[config.mk]
export PLATFORM = sky130hd
export DESIGN_NAME = snrm_ctrl
export DESIGN_NICKNAME = d
export VERILOG_FILES = /design/src/rtl/snrm_pkg.sv /design/src/rtl/snrm_ctrl.sv
export SDC_FILE = /design/constraint.sdc
export NUM_CORES = 1
export LEC_CHECK = 0
export ABC_AREA = 1
export BUFFER_PORTS_ARGS = -buffer_cell sky130_fd_sc_hd__buf_2
export CAP_MARGIN = 20
export CORE_AREA = 2 2 39 41
export CTS_CLUSTER_SIZE = 25
export DETAILED_ROUTE_END_ITERATION = 10
export DIE_AREA = 0 0 41 43
export HOLD_SLACK_MARGIN = 0.08
export PLACE_DENSITY = 0.47
export SYNTH_ARGS = -nofsm -noshare
export SYNTH_HDL_FRONTEND = slang
export SYNTH_SLANG_ARGS = --single-unit
[constraint.sdc]
create_clock -name clk -period 1.85 [get_ports clk]
set_clock_uncertainty 0.15 [all_clocks]
set_input_delay 0.37 -clock clk [delete_from_list [all_inputs] [get_ports clk]]
set_output_delay 0.37 -clock clk [all_outputs]
set_load 0.02 [all_outputs]
[src/rtl/snrm_pkg.sv]
package snrm_pkg;

  localparam int DWELL_W = 24;
  localparam int SPIKE_W = 16;
  localparam int RATE_W  = 32;
  localparam int POSF_W  = 6;
  // eight surround bins at most
  localparam int SSUM_W  = SPIKE_W + 3;
  localparam int TSUM_W  = DWELL_W + 3;
  localparam int CFG_IDX_W = 2;
  localparam int CFG_DAT_W = 7;

  localparam logic [CFG_IDX_W-1:0] REG_MAP_WIDTH  = 2'd0;
  localparam logic [CFG_IDX_W-1:0] REG_MAP_HEIGHT = 2'd1;

  typedef struct packed {
    logic [DWELL_W-1:0] dwell;
    logic [SPIKE_W-1:0] spikes;
    logic [RATE_W-1:0]  rate;
  } cell_t;

  typedef struct packed {
    logic [POSF_W-1:0] row;
    logic [POSF_W-1:0] col;
    logic [RATE_W-1:0] own;
    logic [RATE_W-1:0] nbr;
  } res_t;

  typedef enum logic [2:0] {
    S_IDLE,
    S_READ,
    S_SHIFT,
    S_SUM,
    S_CHECK,
    S_DIV,
    S_EMIT
  } state_t;

  typedef struct packed {
    logic load;
    logic read;
    logic shift;
    logic sum;
    logic div_start;
    logic emit;
  } cmd_t;

  typedef struct packed {
    logic need_div;
    logic div_done;
    logic emit_block;
  } status_t;

endpackage

[src/rtl/snrm_ctrl.sv]
module snrm_ctrl import snrm_pkg::*; (
  input  logic    clk,
  input  logic    rst_n,
  input  logic    in_valid,
  output logic    in_ready,
  input  status_t status,
  output cmd_t    cmd
);

  state_t state_r, state_nxt;

  always_ff @(posedge clk) begin
    if (!rst_n) state_r <= S_IDLE;
    else        state_r <= state_nxt;
  end

  always_comb begin
    state_nxt = state_r;
    unique case (state_r)
      S_IDLE:  if (in_valid) state_nxt = S_READ;
      S_READ:  state_nxt = S_SHIFT;
      S_SHIFT: state_nxt = S_SUM;
      S_SUM:   state_nxt = S_CHECK;
      S_CHECK: state_nxt = status.need_div ? S_DIV : S_EMIT;
      S_DIV:   if (status.div_done) state_nxt = S_EMIT;
      S_EMIT:  if (!status.emit_block) state_nxt = S_IDLE;
      default: state_nxt = S_IDLE;
    endcase
  end

  always_comb begin
    cmd      = '0;
    in_ready = 1'b0;
    unique case (state_r)
      S_IDLE: begin
        in_ready = 1'b1;
        cmd.load = in_valid;
      end
      S_READ:  cmd.read = 1'b1;
      S_SHIFT: cmd.shift = 1'b1;
      S_SUM:   cmd.sum = 1'b1;
      S_CHECK: cmd.div_start = status.need_div;
      S_DIV:   cmd = '0;
      S_EMIT:  cmd.emit = !status.emit_block;
      default: cmd = '0;
    endcase
  end

endmodule

==> out/metrics.cfg, run 1 <==
[power_and_ir_drop]
pwr-share-clk_pct=43.0
power-per-cell-area_nw_per_um2=799
power_frac_comb_pct=28.0
power_frac_seq_pct=29.1
p_int_mw=0.178
ir_drop_v=0.000396
p_leak_nw=0.228
p_switching_mw=0.0923
p_sw_share_pct=34.1

[global_routing]
grt_pass1_wl_um=821
grt_max_degree=9
gr-usage-all-layers_pct=7.42
grt_pass1_vias=221
grt_overflow_total=0
grt_antenna_before_repair=0

[clock_tree]
post_cts_buffers=0
cts_buffers=3
hold_buffers=0
path_clk_slew_ns=0.04
cts_tree=done
cts.path.max_buffers=2
clkSinkCount=3
h-tree-depth=1
root_buffer=clkbuf_4
clock_latency_ns=0.24
cts_resized=0

[timing]
fmax_mhz=582
hold_viol=0
slew_violations=0
rsz0062_at_grt=false
fin_crit_sh_pct=92.9
fin_tns_setup_ns=0
min_period_ns=1.72
tightest_slew_ns=0.317
setup_viol=0
slew_headroom_pct=78.9

[min_path]
hp-start=rst_n
min_path_type=in -> reg
min_to=state_r[0]$_SDFFE_PN0P_
min_path_cells=3

[flow_run]
max_cap_viol_count=0

[critical_path]
required_ns=1.33
slowest_delay_ns=0.50
reg2reg_from=state_r[2]$_SDFFE_PN0P_
crit_path_end_kind=output pin
path_class=reg -> out
rrSetupSlack_ns=0.60
crit_slowest_cell=dfxtp_1
worstPathArrival_ns=1.20
path_cells=nand2_1 > nor3_1 > buf_2
rr_endpoint=state_r[1]$_SDFFE_PN0P_
critPathBufInv=1
cp-start-kind=flop
cp_max_fo=8
rr_worst_depth=6
cp_top_family=flip-flops

[final_layout]
antennaDiodeCount=0
largest_register_ffs=3
layout_commonest_cell=buf_2
area_growth_pct=39.0
nets=66
top_regs=state_r (3)
final_cell_mix=buf_2 (12), nand2_1 (11), inv_1 (9)
drive_gt1_share_pct=28.8
top_register=state_r
final_util_pct=24.5

[synth]
synth_nets=50
ys_seq_area_share_pct=24.6
ys_types=14
syn_area_per_cell_um2=5.55
ys_ff_latch=3
yosys_warnings=0
syn_area_um2=244
syn_inst=44

[floorplanning]
io_pins=13
std_cell_rows=14
start_util_pct=17.6
dieArea_um2=1760
dieWidth_um=41
die_y_um=43
core_um2=1380

[drt]
via_per_inst=4.03
vias=302
drt-initial-drc-count=2
drc=0
wl_um=602
antenna_left=0
drt-pass1-iter-count=4
wl_per_cell_um=8.03

[placement]
gp_congestion=0.680
dp_hpwl_um=483
portBuffers=12

[status]
outcome=completed

## cell families (layout without fill, tap and decap cells)
group           Yosys count  in the layout  share of synthesized area [%]
flops                     3              3                           24.6
buf+inv                  11             26                           21.0
simple gates             26             26                           45.1
compound gates            4              4                           9.23
## routing by layer
metal | global-route usage, % | share of wire, %
met5 | 0 | 0
met1 | 8.33 | 50
met4 | 2.00 | 0
met2 | 9.38 | 36
met3 | 7.85 | 14
## through the flow
stage	setup WS, ns	cell area (µm²)	std cells	hold WS (ns)	total power, mW
6_report	0.132	339	75	0.186	0.271
3_5_place_dp	0.395	313	71	0.425	0.156
4_1_cts	0.136	339	75	0.180	0.277
5_1_grt	0.0666	339	75	0.189	0.289
2_1_floorplan	0.352	244	44	0.318	0.132
3_3_place_gp	0.403	313	71	0.430	0.156
## worst min-delay path: stages
cell and delay [ns]:
buf_2 0.08, nand2_1 0.04, inv_1 0.04
## synthesized netlist by cell type
| master | instances | area (µm²) |
|---|---|---|
| o21ai_1 | 1 | 5.00 |
| buf_6 | 1 | 11.3 |
| inv_4 | 1 | 6.26 |
| nor2_1 | 7 | 26.3 |
| inv_1 | 9 | 33.8 |
| nand3_1 | 3 | 15.0 |
| o21bai_1 | 1 | 7.51 |
| dfxtp_1 | 3 | 60.1 |
| nor3_1 | 3 | 15.0 |
| a21oi_1 | 1 | 5.00 |
| nand2_1 | 11 | 41.3 |
| nor2_2 | 1 | 6.26 |
| o21ai_0 | 1 | 5.00 |
| nand4_1 | 1 | 6.26 |
## power by group through the flow
stage / combinational (mW) / sequential [mW] / clock, mW
floorplan: 0.0556 / 0.0760 / 0
global placement: 0.0770 / 0.0794 / 0
detailed placement: 0.0765 / 0.0791 / 0
CTS: 0.0768 / 0.0781 / 0.122
global route: 0.0866 / 0.0784 / 0.124
finish: 0.0757 / 0.0787 / 0.116
## worst max path at each step
stage	start	endpoint	slack, ns	depth (start not counted)
after floorplan	state_r[1]$_SDFFE_PN0P_	cmd[1]	0.35	3
after global placement	state_r[0]$_SDFFE_PN0P_	cmd[4]	0.40	5
after detailed placement	state_r[2]$_SDFFE_PN0P_	cmd[0]	0.40	3
after CTS	state_r[2]$_SDFFE_PN0P_	cmd[0]	0.14	3
after global routing	state_r[0]$_SDFFE_PN0P_	cmd[4]	0.07	5
final	state_r[2]$_SDFFE_PN0P_	cmd[0]	0.13	3
## area by class of cell
type	instances	area, µm²
Clock buffer	4	26.3
Fill cell	166	1040
Inverter	10	40.0
Multi-Input combinational cell	30	133
Sequential cell	3	60.1
Tap cell	16	20.0
Timing Repair Buffer	12	60.1
No activity file was read; power rests on OpenSTA's default activity.
==> inputs of run 2 (changes only) <==
==> constraint.sdc (replaced) <==
create_clock -name clk -period 1.85 [get_ports clk]
set_clock_uncertainty 0.15 [all_clocks]
set_input_delay 0.37 -clock clk [delete_from_list [all_inputs] [get_ports clk]]
set_output_delay 0.37 -clock clk [all_outputs]
set_load 0.1 [all_outputs]
==> out/metrics.cfg, run 2 (same netlist as run 1, synthesis figures left out) <==
[status]
outcome=completed  ; unchanged

[critical_path]
cp_top_family=flip-flops  ; unchanged
crit_path_end_kind=output pin  ; unchanged
crit_top_cell=inv_1
rr_worst_depth=6  ; unchanged
slowest_delay_ns=0.39  ; was 0.50 ns
worstPathArrival_ns=1.24  ; was 1.20 ns
crit_slowest_cell=dfxtp_1  ; unchanged
path_class=reg -> out  ; unchanged
rr_endpoint=state_r[1]$_SDFFE_PN0P_  ; unchanged
cp-start-kind=flop  ; unchanged
required_ns=1.33  ; about the same
crit_start=state_r[0]$_SDFFE_PN0P_  ; was state_r[2]$_SDFFE_PN0P_
path_cells=inv_1 > nor2_1 > inv_1 > nor2_4 > buf_12  ; was nand2_1 > nor3_1 > buf_2
rrSetupSlack_ns=0.62  ; was 0.60 ns
cp_max_fo=4  ; was 8
reg2reg_from=state_r[0]$_SDFFE_PN0P_  ; was state_r[2]$_SDFFE_PN0P_
critPathBufInv=3  ; was 1

[clock_tree]
hold_buffers=0  ; unchanged
cts_buffers=3  ; unchanged
path_clk_slew_ns=0.03  ; was 0.04 ns
post_cts_buffers=0  ; unchanged
clkSinkCount=3  ; unchanged
root_buffer=clkbuf_4  ; unchanged
cts.path.max_buffers=2  ; unchanged
clock_latency_ns=0.23  ; was 0.24 ns
cts_resized=0  ; unchanged
cts_tree=done  ; unchanged
h-tree-depth=1  ; unchanged

[min_path]
hp-start=rst_n  ; unchanged
min_path_cells=3  ; unchanged
min_path_type=in -> reg  ; unchanged
min_to=state_r[0]$_SDFFE_PN0P_  ; unchanged

[drt]
met3_length_um=51  ; was 83 µm
drt-pass1-iter-count=4  ; unchanged
via_per_inst=4.00  ; was 4.03
drt-initial-drc-count=5  ; was 2
dr_wl_met2_um=253  ; was 217 µm
highest-signal-layer=met4  ; was met3
wl_per_cell_um=7.82  ; was 8.03 µm
antenna_left=0  ; unchanged
wl_um=594  ; was 602 µm
drc=0  ; unchanged
wl_met1_um=280  ; was 300 µm
vias=304  ; was 302

[final_layout]
final_cell_mix=nand2_1 (11), inv_1 (9), buf_12 (7)  ; was buf_2 (12), nand2_1 (11), inv_1 (9)
nets=67  ; was 66
area_growth_pct=96.9  ; was 39.0%
antennaDiodeCount=0  ; unchanged
largest_register_ffs=3  ; unchanged
final_util_pct=34.7  ; was 24.5%
drive_gt1_share_pct=41.7  ; was 28.8%
top_register=state_r  ; unchanged
fin_cells=76  ; was 75
layout_commonest_cell=nand2_1  ; was buf_2
top_regs=state_r (3)  ; unchanged

[flow_run]
max_cap_viol_count=0  ; unchanged

[timing]
tightest_slew_ns=0.225  ; was 0.317 ns
slew_violations=0  ; unchanged
hold_viol=0  ; unchanged
slew_headroom_pct=84.9  ; was 78.9%
rsz0062_at_grt=false  ; unchanged
fmax_mhz=569  ; was 582 MHz
fin_crit_sh_pct=95.0  ; was 92.9%
setup_viol=0  ; unchanged
min_period_ns=1.76  ; was 1.72 ns

[global_routing]
grt_pass1_wl_um=924  ; was 821 µm
grt_overflow_total=0  ; unchanged
grt_antenna_before_repair=0  ; unchanged
grt_max_degree=8  ; was 9
grt_pass1_vias=252  ; was 221
gr-usage-all-layers_pct=8.31  ; was 7.42%

[placement]
portBuffers=12  ; unchanged
gp_congestion=0.755  ; was 0.680
dp_cells=72  ; was 71
dp_hpwl_um=509  ; was 483 µm

[floorplanning]
std_cell_rows=14  ; unchanged
core_um2=1380  ; unchanged
dieArea_um2=1760  ; unchanged
start_util_pct=17.6  ; unchanged
dieWidth_um=41  ; unchanged
die_y_um=43  ; unchanged
io_pins=13  ; unchanged

[power_and_ir_drop]
power-per-cell-area_nw_per_um2=822  ; was 799 nW/µm²
p_leak_nw=0.264  ; was 0.228 nW
ir_drop_v=0.000302  ; was 0.000396 V

[run 2: cell types whose count changed in the layout (fill, tap and decap cells not counted)]
| cell | change |
|---|---|
| buf_12 | +7 |
| buf_4 | +1 |
| dfxtp_2 | +1 |
| nor3_1 | -3 |
| nor3_2 | +3 |
| nor2_1 | -3 |
| nor2_4 | +1 |
| buf_2 | -7 |
| dfxtp_1 | -1 |
| nor2_2 | +2 |
[run 2: worst reg2reg max path, stage by stage, from the launching register on]
cell and delay [ns]:
dfxtp_1 0.39, inv_1 0.10, nor2_1 0.14, nand2_1 0.11
nand2_1 0.08, o21bai_1 0.11, nor2_2 0.04
[run 2: layout make-up]
type / instances / area (µm²)
multi-input combinational: 30 / 160
inverter: 10 / 40.0
sequential: 3 / 61.3
timing repair buffer: 13 / 173
clock buffer: 4 / 26.3
tap: 16 / 20.0
fill: 149 / 903
[run 2: worst max-delay path by stage]
stage	cells past startpoint	slack [ns]	endpoint
after floorplan	3	-0.38	cmd[1]
after global placement	3	0.33	cmd[0]
after detailed placement	3	0.30	cmd[0]
after CTS	3	0.05	cmd[0]
after global routing	5	0.02	cmd[4]
final	5	0.09	cmd[4]
[run 2: report_power, final]
group	leakage [nW]	switching, mW	internal [mW]
combinational	0.224	0.137	0.0691
clock	0.0150	0.0299	0.0805
sequential	0.0251	0.00776	0.0705
total	0.264	0.175	0.220
[run 2: metrics by stage]
step	setup TNS (ns)	cell area [µm²]	setup WS (ns)	hold slack, ns	power, mW
6_report	0	480	0.0928	0.194	0.395
3_5_place_dp	0	453	0.296	0.426	0.287
5_1_grt	0	480	0.0241	0.218	0.420
4_1_cts	0	479	0.0477	0.184	0.404
2_1_floorplan	-1.14	272	-0.380	0.318	0.216
3_3_place_gp	0	453	0.326	0.421	0.287
[run 2: per-layer routing]
| metal | vias to the layer above | GRT usage, % |
|---|---|---|
| met5 | - | 0 |
| met4 | 0 | 10.0 |
| met3 | 2 | 3.14 |
| met2 | 11 | 10.0 |
| met1 | 124 | 9.55 |
| li1 | 167 | - |
==> inputs of run 3 (changes only) <==
--- a/config.mk
+++ b/config.mk
@@ -14,6 +14,7 @@
 export DIE_AREA = 0 0 41 43
 export HOLD_SLACK_MARGIN = 0.08
 export PLACE_DENSITY = 0.47
+export REMOVE_ABC_BUFFERS = 1
 export SYNTH_ARGS = -nofsm -noshare
 export SYNTH_HDL_FRONTEND = slang
 export SYNTH_SLANG_ARGS = --single-unit
==> out/metrics.cfg, run 3 (same netlist as run 1, synthesis figures left out) <==
[status]
outcome=completed  ; unchanged

[floorplanning]
io_pins=13  ; unchanged
dieArea_um2=1760  ; unchanged
start_util_pct=17.6  ; unchanged
die_y_um=43  ; unchanged
core_um2=1380  ; unchanged
std_cell_rows=14  ; unchanged
dieWidth_um=41  ; unchanged

[clock_tree]
cts_buffers=3  ; unchanged
cts_resized=2  ; was 0
clkSinkCount=3  ; unchanged
post_cts_buffers=0  ; unchanged
cts_tree=done  ; unchanged
h-tree-depth=1  ; unchanged
cts.path.max_buffers=2  ; unchanged
hold_buffers=0  ; unchanged
path_clk_slew_ns=0.03  ; about the same
clock_latency_ns=0.24  ; was 0.23 ns
root_buffer=clkbuf_4  ; unchanged

[placement]
gp_congestion=0.758  ; was 0.755
portBuffers=12  ; unchanged
dp_hpwl_um=483  ; was 509 µm
preCtsSetupSlack_ns=0.198  ; was 0.296 ns

[critical_path]
crit_path_end_kind=output pin  ; unchanged
cp_max_fo=4  ; unchanged
required_ns=1.33  ; about the same
path_cells=inv_1 > nor2_1 > inv_1 > nor2_2 > buf_12  ; was inv_1 > nor2_1 > inv_1 > nor2_4 > buf_12
crit_top_cell=inv_1  ; unchanged
rr_worst_depth=6  ; unchanged
rr_endpoint=state_r[1]$_SDFFE_PN0P_  ; unchanged
path_class=reg -> out  ; unchanged
cp-start-kind=flop  ; unchanged
cp_top_family=flip-flops  ; unchanged
crit_slowest_cell=dfxtp_1  ; unchanged
slowest_delay_ns=0.38  ; was 0.39 ns
reg2reg_from=state_r[0]$_SDFFE_PN0P_  ; unchanged
critPathBufInv=3  ; unchanged
rrSetupSlack_ns=0.63  ; was 0.62 ns
worstPathArrival_ns=1.27  ; was 1.24 ns

[power_and_ir_drop]
p_leak_nw=0.257  ; was 0.264 nW
ir_drop_v=0.000452  ; was 0.000302 V
power-per-cell-area_nw_per_um2=864  ; was 822 nW/µm²

[final_layout]
final_cell_mix=nand2_1 (11), inv_1 (9), buf_12 (7)  ; unchanged
antennaDiodeCount=0  ; unchanged
layout_commonest_cell=nand2_1  ; unchanged
area_growth_pct=89.7  ; was 96.9%
top_regs=state_r (3)  ; unchanged
largest_register_ffs=3  ; unchanged
drive_gt1_share_pct=37.3  ; was 41.7%
final_util_pct=33.5  ; was 34.7%
nets=66  ; was 67
top_register=state_r  ; unchanged

[drt]
drt-pass1-iter-count=4  ; unchanged
wl_um=602  ; was 594 µm
wl_per_cell_um=8.03  ; was 7.82 µm
antenna_left=0  ; unchanged
via_per_inst=3.97  ; was 4.00
vias=298  ; was 304
drc=0  ; unchanged
drt-initial-drc-count=7  ; was 5

[timing]
rsz0062_at_grt=false  ; unchanged
hold_viol=0  ; unchanged
slew_violations=0  ; unchanged
fin_tns_setup_ns=0  ; unchanged
fin_crit_sh_pct=96.9  ; was 95.0%
tightest_slew_ns=0.255  ; was 0.225 ns
slew_headroom_pct=82.9  ; was 84.9%
fmax_mhz=558  ; was 569 MHz
setup_viol=0  ; unchanged
timing.final.ws_setup_ns=0.0571  ; was 0.0928 ns
min_period_ns=1.79  ; was 1.76 ns

[flow_run]
max_cap_viol_count=0  ; unchanged

[global_routing]
grt_pass1_wl_um=986  ; was 924 µm
grt_antenna_before_repair=0  ; unchanged
grt_pass1_vias=261  ; was 252
gr-usage-all-layers_pct=9.02  ; was 8.31%
grt_overflow_total=0  ; unchanged
grt_max_degree=9  ; was 8

[min_path]
hp-start=rst_n  ; unchanged
min_to=state_r[0]$_SDFFE_PN0P_  ; unchanged
min_path_cells=3  ; unchanged
min_path_type=in -> reg  ; unchanged

==> run 3: area by class of cell <==
type                    count  area (µm²)
repair buffers             12         165
well taps                  16        20.0
flip-flops and latches      3        61.3
clock buffers               4        26.3
fillers                   150         921
inverters                  10        40.0
multi-input cells          30         150
==> run 3: worst max-delay path by stage <==
| stage | startpoint | to | depth (start not counted) | slack, ns |
|---|---|---|---|---|
| CTS | state_r[0]$_SDFFE_PN0P_ | cmd[4] | 5 | 0.01 |
| finish | state_r[0]$_SDFFE_PN0P_ | cmd[4] | 5 | 0.06 |
| global route | state_r[0]$_SDFFE_PN0P_ | cmd[4] | 5 | 0.004 |
| floorplan | state_r[2]$_SDFFE_PN0P_ | cmd[0] | 2 | -1.28 |
| detailed placement | state_r[2]$_SDFFE_PN0P_ | cmd[0] | 3 | 0.20 |
| global placement | state_r[2]$_SDFFE_PN0P_ | cmd[0] | 3 | 0.21 |
==> run 3: worst min-delay path: cells and delay by family <==
kind	cells	cell delay (ns)
buffers and inverters	2	0.13
AND/OR/NAND/NOR	1	0.05
==> run 3: metrics by stage <==
| stage | area [µm²] | hold WS (ns) | cells | power [mW] |
|---|---|---|---|---|
| CTS | 454 | 0.184 | 75 | 0.402 |
| floorplan | 233 | 0.318 | 43 | 0.207 |
| global route | 463 | 0.206 | 75 | 0.419 |
| detailed placement | 418 | 0.431 | 71 | 0.277 |
| global placement | 418 | 0.420 | 71 | 0.278 |
| finish | 463 | 0.184 | 75 | 0.400 |
==> run 3: power breakdown <==
part / total, mW / internal (mW) / switching, mW / leakage (nW)
Sequential: 0.0784 / 0.0705 / 0.00797 / 0.0251
Clock: 0.120 / 0.0811 / 0.0389 / 0.0150
Combinational: 0.202 / 0.0665 / 0.135 / 0.217
==> run 3: metal layers <==
layer  global-route usage [%]  share of wire (%)  wire [µm]  vias to the layer above
li1                         -                  -          -                      164
met1                     8.95                 41        247                      124
met2                     12.8                 50        298                        8
met3                     4.71                6.0         36                        2
met4                     8.00                3.2         19                        0
met5                        0                  0          0                        -
